$ cat config.mk
export PLATFORM = sky130hd
export DESIGN_NAME = bounded_undo_redo_history_unit
export DESIGN_NICKNAME = d
export VERILOG_FILES = /design/src/hdl/buhr_pkg.sv /design/src/hdl/bounded_undo_redo_history_unit.sv /design/src/hdl/buhr_store.sv /design/src/hdl/buhr_ctrl.sv
export SDC_FILE = /design/constraint.sdc
export NUM_CORES = 2
export LEC_CHECK = 0
export BUFFER_PORTS_ARGS = -buffer_cell sky130_fd_sc_hd__buf_2
export CORE_MARGIN = 10
export CORE_UTILIZATION = 43
export DETAILED_ROUTE_END_ITERATION = 10
export GPL_TIMING_DRIVEN = 0
export PLACE_DENSITY = 0.69
export SETUP_SLACK_MARGIN = 0.02
export SYNTH_ARGS = -nofsm -noshare
export SYNTH_HDL_FRONTEND = slang
export SYNTH_SLANG_ARGS = --single-unit
export TNS_END_PERCENT = 1
$ cat constraint.sdc
create_clock -name clk -period 6.9 [get_ports clk]
set_input_delay 1.035 -clock clk [delete_from_list [all_inputs] [get_ports clk]]
set_output_delay 1.035 -clock clk [all_outputs]
set_load 0.05 [all_outputs]
$ cat src/hdl/buhr_pkg.sv
// Shared types and constants for the bounded undo/redo history unit.
// Used by buhr_ctrl, buhr_store and bounded_undo_redo_history_unit.
// No dependencies.
`default_nettype none

package buhr_pkg;

  // Field widths fixed by the interface
  localparam int REQ_W    = 2;
  localparam int HANDLE_W = 32;
  localparam int LIMIT_W  = 8;
  localparam int COUNT_W  = 8;

  // Defaults
  localparam int HISTORY_DEPTH_DEF = 128;
  localparam logic [LIMIT_W-1:0] LIMIT_RESET = 8'd100;

  // Request codes
  localparam logic [REQ_W-1:0] REQ_INSERT = 2'd0;
  localparam logic [REQ_W-1:0] REQ_UNDO   = 2'd1;
  localparam logic [REQ_W-1:0] REQ_REDO   = 2'd2;

  // Source of the shown handle in a result
  typedef enum logic [1:0] {
    SHOW_NONE,
    SHOW_NEW,
    SHOW_MEM
  } show_sel_t;

  // Result flags handed from the control logic to the result register
  typedef struct packed {
    show_sel_t            sel;
    logic                 undo_ready;
    logic                 redo_ready;
    logic                 ignored;
    logic                 dropped;
    logic [COUNT_W-1:0]   entry_count;
  } res_t;

endpackage

`default_nettype wire

$ cat src/hdl/bounded_undo_redo_history_unit.sv
// Top level of the bounded undo/redo history unit.
// Depends on buhr_pkg, buhr_ctrl and buhr_store.
//
//  channel   | handshake              | payload
//  ----------+------------------------+--------------------------------------------
//  request   | start / busy           | in_req_type, in_handle
//  result    | out_valid (strobe)     | out_shown_handle, out_undo_ready,
//            |                        | out_redo_ready, out_entry_count,
//            |                        | out_ignored, out_dropped_oldest
//  config    | cfg_valid / cfg_ready  | cfg_history_limit
//
// One request per cycle. The result strobe is registered from acceptance and comes in the
// cycle after it: the pointer update and the store read port are both registered.
// busy is high only while reset is held; cfg_ready is always high.
// Synchronous active-low reset clears the pointers and sets the limit to 100;
// the handle store is not cleared. Results are never held off.
`default_nettype none

module bounded_undo_redo_history_unit #(
  parameter int HISTORY_DEPTH = buhr_pkg::HISTORY_DEPTH_DEF
) (
  input  wire logic                          clk,
  input  wire logic                          rst_n,
  // request
  input  wire logic                          start,
  output logic                               busy,
  input  wire logic [buhr_pkg::REQ_W-1:0]    in_req_type,
  input  wire logic [buhr_pkg::HANDLE_W-1:0] in_handle,
  // result
  output logic                               out_valid,
  output logic      [buhr_pkg::HANDLE_W-1:0] out_shown_handle,
  output logic                               out_undo_ready,
  output logic                               out_redo_ready,
  output logic      [buhr_pkg::COUNT_W-1:0]  out_entry_count,
  output logic                               out_ignored,
  output logic                               out_dropped_oldest,
  // config
  input  wire logic                          cfg_valid,
  output logic                               cfg_ready,
  input  wire logic [buhr_pkg::LIMIT_W-1:0]  cfg_history_limit
);

  localparam int AW = $clog2(HISTORY_DEPTH);

  logic                          acc;
  logic                          wr_en;
  logic [AW-1:0]                 wr_addr;
  logic [AW-1:0]                 rd_addr;
  logic [buhr_pkg::HANDLE_W-1:0] rd_data_r;
  buhr_pkg::res_t                res_nxt;
  buhr_pkg::res_t                res_r;
  logic [buhr_pkg::HANDLE_W-1:0] handle_r;
  logic                          out_valid_r;

  assign busy      = ~rst_n;
  assign cfg_ready = 1'b1;
  assign acc       = start & ~busy;

  buhr_ctrl #(
    .HISTORY_DEPTH(HISTORY_DEPTH)
  ) u_ctrl (
    .clk     (clk),
    .rst_n   (rst_n),
    .cfg_we  (cfg_valid & cfg_ready),
    .cfg_data(cfg_history_limit),
    .acc     (acc),
    .req     (in_req_type),
    .wr_en   (wr_en),
    .wr_addr (wr_addr),
    .rd_addr (rd_addr),
    .res_nxt (res_nxt)
  );

  buhr_store #(
    .HISTORY_DEPTH(HISTORY_DEPTH)
  ) u_store (
    .clk      (clk),
    .wr_en    (wr_en),
    .wr_addr  (wr_addr),
    .wr_data  (in_handle),
    .rd_addr  (rd_addr),
    .rd_data_r(rd_data_r)
  );

  // Result strobe
  always_ff @(posedge clk) begin
    if (!rst_n) begin
      out_valid_r <= 1'b0;
    end else begin
      out_valid_r <= acc;
    end
  end

  // Result payload, new handle kept for the insert bypass
  always_ff @(posedge clk) begin
    if (acc) begin
      res_r    <= res_nxt;
      handle_r <= in_handle;
    end
  end

  // Shown handle select
  always_comb begin
    case (res_r.sel)
      buhr_pkg::SHOW_NEW: out_shown_handle = handle_r;
      buhr_pkg::SHOW_MEM: out_shown_handle = rd_data_r;
      default:            out_shown_handle = '0;
    endcase
  end

  assign out_valid          = out_valid_r;
  assign out_undo_ready     = res_r.undo_ready;
  assign out_redo_ready     = res_r.redo_ready;
  assign out_entry_count    = res_r.entry_count;
  assign out_ignored        = res_r.ignored;
  assign out_dropped_oldest = res_r.dropped;

endmodule

`default_nettype wire

$ cat src/hdl/buhr_store.sv
// Handle store of the history ring: one write port, one registered read port.
// Depends on buhr_pkg for the handle width.
`default_nettype none

module buhr_store #(
  parameter int HISTORY_DEPTH = buhr_pkg::HISTORY_DEPTH_DEF,
  localparam int AW = $clog2(HISTORY_DEPTH)
) (
  input  wire logic                          clk,
  input  wire logic                          wr_en,
  input  wire logic [AW-1:0]                 wr_addr,
  input  wire logic [buhr_pkg::HANDLE_W-1:0] wr_data,
  input  wire logic [AW-1:0]                 rd_addr,
  output logic      [buhr_pkg::HANDLE_W-1:0] rd_data_r
);

  logic [buhr_pkg::HANDLE_W-1:0] mem [HISTORY_DEPTH];

  // Write port
  always_ff @(posedge clk) begin
    if (wr_en) begin
      mem[wr_addr] <= wr_data;
    end
  end

  // Registered read port
  always_ff @(posedge clk) begin
    rd_data_r <= mem[rd_addr];
  end

endmodule

`default_nettype wire

$ cat src/hdl/buhr_ctrl.sv
// Ring pointer state, limit register and next-state logic of the history.
// Depends on buhr_pkg for request codes, widths and the result struct.
`default_nettype none

module buhr_ctrl #(
  parameter int HISTORY_DEPTH = buhr_pkg::HISTORY_DEPTH_DEF,
  localparam int AW = $clog2(HISTORY_DEPTH)
) (
  input  wire logic                          clk,
  input  wire logic                          rst_n,
  // config write
  input  wire logic                          cfg_we,
  input  wire logic [buhr_pkg::LIMIT_W-1:0]  cfg_data,
  // accepted request
  input  wire logic                          acc,
  input  wire logic [buhr_pkg::REQ_W-1:0]    req,
  // store access
  output logic                               wr_en,
  output logic      [AW-1:0]                 wr_addr,
  output logic      [AW-1:0]                 rd_addr,
  // result of this request
  output buhr_pkg::res_t                     res_nxt
);

  localparam int CW = $clog2(HISTORY_DEPTH + 1);
  localparam int LW = (CW > buhr_pkg::LIMIT_W) ? CW : buhr_pkg::LIMIT_W;
  localparam logic [CW-1:0] DEPTH_C = CW'(HISTORY_DEPTH);
  localparam logic [AW:0]   DEPTH_S = (AW+1)'(HISTORY_DEPTH);

  logic [buhr_pkg::LIMIT_W-1:0] limit_r;
  logic [AW-1:0] oldest_r, oldest_nxt;
  logic [CW-1:0] held_r, held_nxt;
  logic [CW-1:0] cursor_r, cursor_nxt;

  logic [CW-1:0] lim;
  logic [LW-1:0] limit_ext;
  logic          full;
  logic [AW-1:0] wr_off;
  logic [CW-1:0] held1;
  logic [AW-1:0] old1;
  logic [CW-1:0] trim;
  logic [CW-1:0] rd_off;
  logic [LW-1:0] held_ext;
  logic          ignored;
  logic          dropped;

  // ring slot add with wrap, sum stays below twice the depth
  function automatic logic [AW-1:0] wrap(input logic [AW:0] s);
    logic [AW:0] t;
    t = s - DEPTH_S;
    return (s >= DEPTH_S) ? t[AW-1:0] : s[AW-1:0];
  endfunction

  // Effective limit: zero acts as one, clamp at depth
  always_comb begin
    limit_ext = LW'(limit_r);
    if (limit_ext == '0) begin
      lim = CW'(1);
    end else if (limit_ext > LW'(HISTORY_DEPTH)) begin
      lim = DEPTH_C;
    end else begin
      lim = limit_ext[CW-1:0];
    end
  end

  // Next-state logic
  always_comb begin
    full       = (cursor_r >= DEPTH_C);
    wr_off     = full ? '0 : cursor_r[AW-1:0];
    wr_addr    = wrap({1'b0, oldest_r} + {1'b0, wr_off});
    held1      = full ? DEPTH_C : cursor_r + CW'(1);
    old1       = full ? wrap({1'b0, oldest_r} + (AW+1)'(1)) : oldest_r;
    trim       = held1 - lim;
    oldest_nxt = oldest_r;
    held_nxt   = held_r;
    cursor_nxt = cursor_r;
    ignored    = 1'b0;
    dropped    = 1'b0;
    wr_en      = 1'b0;
    rd_off     = cursor_r - CW'(1);

    case (req)
      buhr_pkg::REQ_INSERT: begin
        wr_en   = acc;
        dropped = full;
        if (held1 > lim) begin
          oldest_nxt = wrap({1'b0, old1} + {1'b0, trim[AW-1:0]});
          held_nxt   = lim;
          dropped    = 1'b1;
        end else begin
          oldest_nxt = old1;
          held_nxt   = held1;
        end
        cursor_nxt = held_nxt;
      end
      buhr_pkg::REQ_UNDO: begin
        if (cursor_r <= CW'(1)) begin
          ignored = 1'b1;
        end else begin
          cursor_nxt = cursor_r - CW'(1);
          rd_off     = cursor_r - CW'(2);
        end
      end
      buhr_pkg::REQ_REDO: begin
        if (cursor_r >= held_r) begin
          ignored = 1'b1;
        end else begin
          cursor_nxt = cursor_r + CW'(1);
          rd_off     = cursor_r;
        end
      end
      default: begin
        ignored = 1'b1;
      end
    endcase

    // current entry for undo, redo and rejected requests
    rd_addr = wrap({1'b0, oldest_r} + {1'b0, rd_off[AW-1:0]});

    held_ext               = LW'(held_nxt);
    res_nxt.entry_count    = held_ext[buhr_pkg::COUNT_W-1:0];
    res_nxt.undo_ready     = (cursor_nxt > CW'(1));
    res_nxt.redo_ready     = (cursor_nxt < held_nxt);
    res_nxt.ignored        = ignored;
    res_nxt.dropped        = dropped;
    if (req == buhr_pkg::REQ_INSERT) begin
      res_nxt.sel = buhr_pkg::SHOW_NEW;
    end else if (cursor_nxt == '0) begin
      res_nxt.sel = buhr_pkg::SHOW_NONE;
    end else begin
      res_nxt.sel = buhr_pkg::SHOW_MEM;
    end
  end

  // State registers
  always_ff @(posedge clk) begin
    if (!rst_n) begin
      limit_r  <= buhr_pkg::LIMIT_RESET;
      oldest_r <= '0;
      held_r   <= '0;
      cursor_r <= '0;
    end else begin
      if (cfg_we) begin
        limit_r <= cfg_data;
      end
      if (acc) begin
        oldest_r <= oldest_nxt;
        held_r   <= held_nxt;
        cursor_r <= cursor_nxt;
      end
    end
  end

endmodule

`default_nettype wire

==> flow_summary.toml <==
[clocking]
cts_tree = "yes"
clock_latency_ns = 0.99
clockBufferDepth = 4
cts_sinks = 4206
htreeDepth = 5
numCtsBuffers = 405
ctsHoldBuffers = 0
clk_pin_slew_ns = 0.07
clockRootBuffer = "clkbuf_16"

[yosys]
ys_top_cells_by_area = "edfxtp_1 76%, mux4_2 17%, nand2_1 0.92%"
synth_top_area_share = 0.757
synth_edf_count = 4142
syn_area_um2 = 164000
synth_cell_types = 85
async_reset_ff_frac = 0
synth_commonest_cells = "4,142 x edfxtp_1, 1,211 x mux4_2, 401 x nand2_1"
synth.most_common_cell = "edfxtp_1"
synth_top_area_cell = "edfxtp_1"
synthFlopType = "edfxtp_1"
synth_nets = 7649
yosysSeqAreaShare = 0.765
ys_warn_count = 0
syn_area_per_cell_um2 = 21.8
synthCells = 7544
synth_seq_cells = 4206

[floorplanning]
die_area_um2 = 407000
die_x_um = 638
num_rows = 226
ios = 93
die_h_um = 638
start_util = 0.433
core_area_um2 = 380000

[power_and_ir_drop]
clock_power_share = 0.328
switchingPower_uw = 20200
p_per_area_nw_per_um2 = 346
p_leak_uw = 0.0596
sequentialPowerShare = 0.429
swShare = 0.307
combinationalPowerShare = 0.242
vdd_drop_max_mv = 0.261
p_int_uw = 45600

[global_route]
grtUsageTotal = 0.234
antenna_found_initial = 59
grt_pass1_wl_um = 674000
grt_pass1_vias = 83517
grt_start_max_net_pins = 98
grt_overflow = 0

[timing]
clock_skew_ns = 0.0835
layout_min_cycle_time_ns = 6.87
period_share = 0.995
worst_pin_slew_ns = 1.40
rsz0062_at_grt = "yes"
fin_ws_ns = 0.0320
slew_headroom = 0.0622
setup_violations = 0
hold_violations = 0
drv_slew = 0
max_freq_ghz = 0.146
holdWs_ns = 0.293

[hold_path]
hold_path_end = "u_ctrl.limit_ext[6]"
hold_path_class = "input port to register"
hold_start = "cfg_history_limit[6]"
min_path_cells = 3

[setup_path]
reg2regPathDepth = 21
startpoint_type = "register"
rrSetupSlack_ns = 0.03
cp.required_ns = 7.73
cp.arrival_ns = 7.70
end_kind = "register"
reg2reg_to = "u_store.rd_data_r[25]"
worstSetupStartpoint = "u_ctrl.cursor_r[0]"
path_max_fanout = 10
critPathKind = "register to register"
r2r-start = "u_ctrl.cursor_r[0]"

[detailed_routing]
routedWlPerCell_um = 35.8
drt_wl_total_um = 487000
drtIter0Drc = 12987
drc_errors = 0
vias = 84378
ant_nets = 0
drt-vias-per-instance = 6.20
drt-pass1-iter-count = 6

[cells_and_area]
final_nets = 8310
finalNonFillerCells = 13599
drive_above_1_share = 0.310
nFillCells = 29227
areaGrowthSynthToFinish_pct = 15.9

[flow_run]
cap_violations = 0

[placed_design]
globalplace.congestion = 0.960
io_buffers = 88
dpl.hpwl_um = 339000
dp_cells = 12809
dp_slack_ns = -2.59

[run_status]
run_status = "complete, no violations"
-- cell families after synthesis --
| kind of cell | Yosys count | share of synthesized area |
|---|---|---|
| AOI/OAI and AO/OA | 422 | 0.0179 |
| xor gates and xnor gates | 36 | 0.00192 |
| buffers and inverters | 480 | 0.0129 |
| other | 1 | 0.0000228 |
| muxes | 1238 | 0.168 |
| DFF | 4206 | 0.765 |
| adders and majority gates | 59 | 0.00467 |
| and+or+nand+nor | 1102 | 0.0303 |
-- layer usage --
| metal | share of wire | up-vias | global-route usage |
|---|---|---|---|
| met5 | 0.00019 | - | 0 |
| met3 | 0.11 | 842 | 0.0618 |
| met2 | 0.47 | 5228 | 0.366 |
| met1 | 0.38 | 45162 | 0.318 |
| li1 | - | 33132 | - |
| met4 | 0.042 | 14 | 0.0886 |
-- critical path, cell delays in order, from the launching register on --
cell and delay (ns):
dfxtp_1 0.36, clkbuf_2 0.26, inv_1 0.22, ha_1 0.34, nand2b_4 0.14, a2111oi_4 0.43
o211ai_1 0.26, buf_2 0.29, and2_1 0.25, o22ai_2 0.24, ha_2 0.29, inv_1 0.07
fa_1 0.51, buf_4 0.27, clkbuf_2 0.39, clkbuf_4 0.47, mux4_2 0.36, mux4_2 0.54
nor3_1 0.43, o21ai_0 0.29, o21ai_1 0.20, nor4_4 0.13
-- stage by stage --
| stage | power, uW | setup TNS (ns) | cell area [um2] | utilization |
|---|---|---|---|---|
| CTS | 65700 | -0.109 | 190000 | 0.500 |
| detailed placement | 43900 | -70.08 | 176000 | 0.464 |
| global placement | 43700 | -5958.06 | 171000 | 0.450 |
| finish | 65800 | 0 | 190000 | 0.501 |
| floorplan | 36700 | 0 | 164000 | - |
| global route | 67400 | -0.658 | 190000 | 0.501 |
-- final cells by class --
class	count	area, um2	share of cell area
Antenna cell	40	100	0.000526
Buffer	430	2450	0.0129
Clock buffer	509	10600	0.0559
Clock inverter	236	2240	0.0117
Inverter	50	188	0.000986
Multi-Input combinational cell	2858	38300	0.201
Sequential cell	4206	126000	0.660
Tap cell	5016	6280	0.0330
Timing Repair Buffer	254	4540	0.0238
-- layout by cell type (no fill, tap or decap), types with 19 or more instances in the layout --
cell / n
clkbuf_1: 172
clkinv_1: 93
a21oi_1: 36
nor3_2: 22
buf_4: 65
nor2_4: 129
edfxtp_1: 4142
a21o_1: 19
nor3_1: 19
ha_1: 53
mux2i_1: 22
nor4_4: 24
clkinv_2: 69
buf_16: 89
nor2_1: 188
o21ai_1: 29
clkbuf_4: 34
nand2_1: 353
diode_2: 40
dfxtp_1: 64
bufinv_16: 26
nand3_1: 202
o22a_1: 30
a32oi_1: 30
clkbuf_16: 409
buf_2: 183
clkbuf_2: 104
or3_1: 36
buf_12: 75
nand2_2: 38
a22oi_1: 38
buf_6: 24
o21ai_0: 109
mux4_2: 1211
inv_1: 49
-- power groups by stage --
stage	logic, uW	clock network [uW]	registers [uW]
floorplan	7900	0	28800
global placement	14900	0	28900
detailed placement	15100	0	28800
CTS	15600	21800	28300
global route	16300	22800	28300
finish	16000	21600	28300
-- flip-flops by register name (all words and copies together), names as in the netlist, 2 cells and up --
| register | count |
|---|---|
| u_ctrl.oldest_r | 7 |
| out_entry_count | 8 |
| u_ctrl.cursor_r | 8 |
| handle_r | 32 |
| res_r | 2 |
| u_store.rd_data_r | 32 |
| u_store.mem | 4096 |
| u_ctrl.limit_ext | 8 |
| u_ctrl.held_r | 8 |
-- how the worst max path moves through the flow --
stage                                 end  slack [ns]  depth (start not counted)
floorplan           u_store.rd_data_r[28]        1.55                         19
global placement     u_store.rd_data_r[3]       -3.20                         22
detailed placement  u_store.rd_data_r[28]       -2.59                         23
CTS                  u_store.rd_data_r[5]       -0.03                         23
global route          u_store.mem[94][21]       -0.05                         15
finish              u_store.rd_data_r[25]        0.03                         21
-- timing repair --
item / CTS / global route
hold endpoints to repair: 0 / 0
pin swaps: 9 / 11
setup endpoints to repair: 32 / 88
buffers inserted: 2 / 2
resized for setup: 335 / 146
Power figures use the tool's default switching activity.
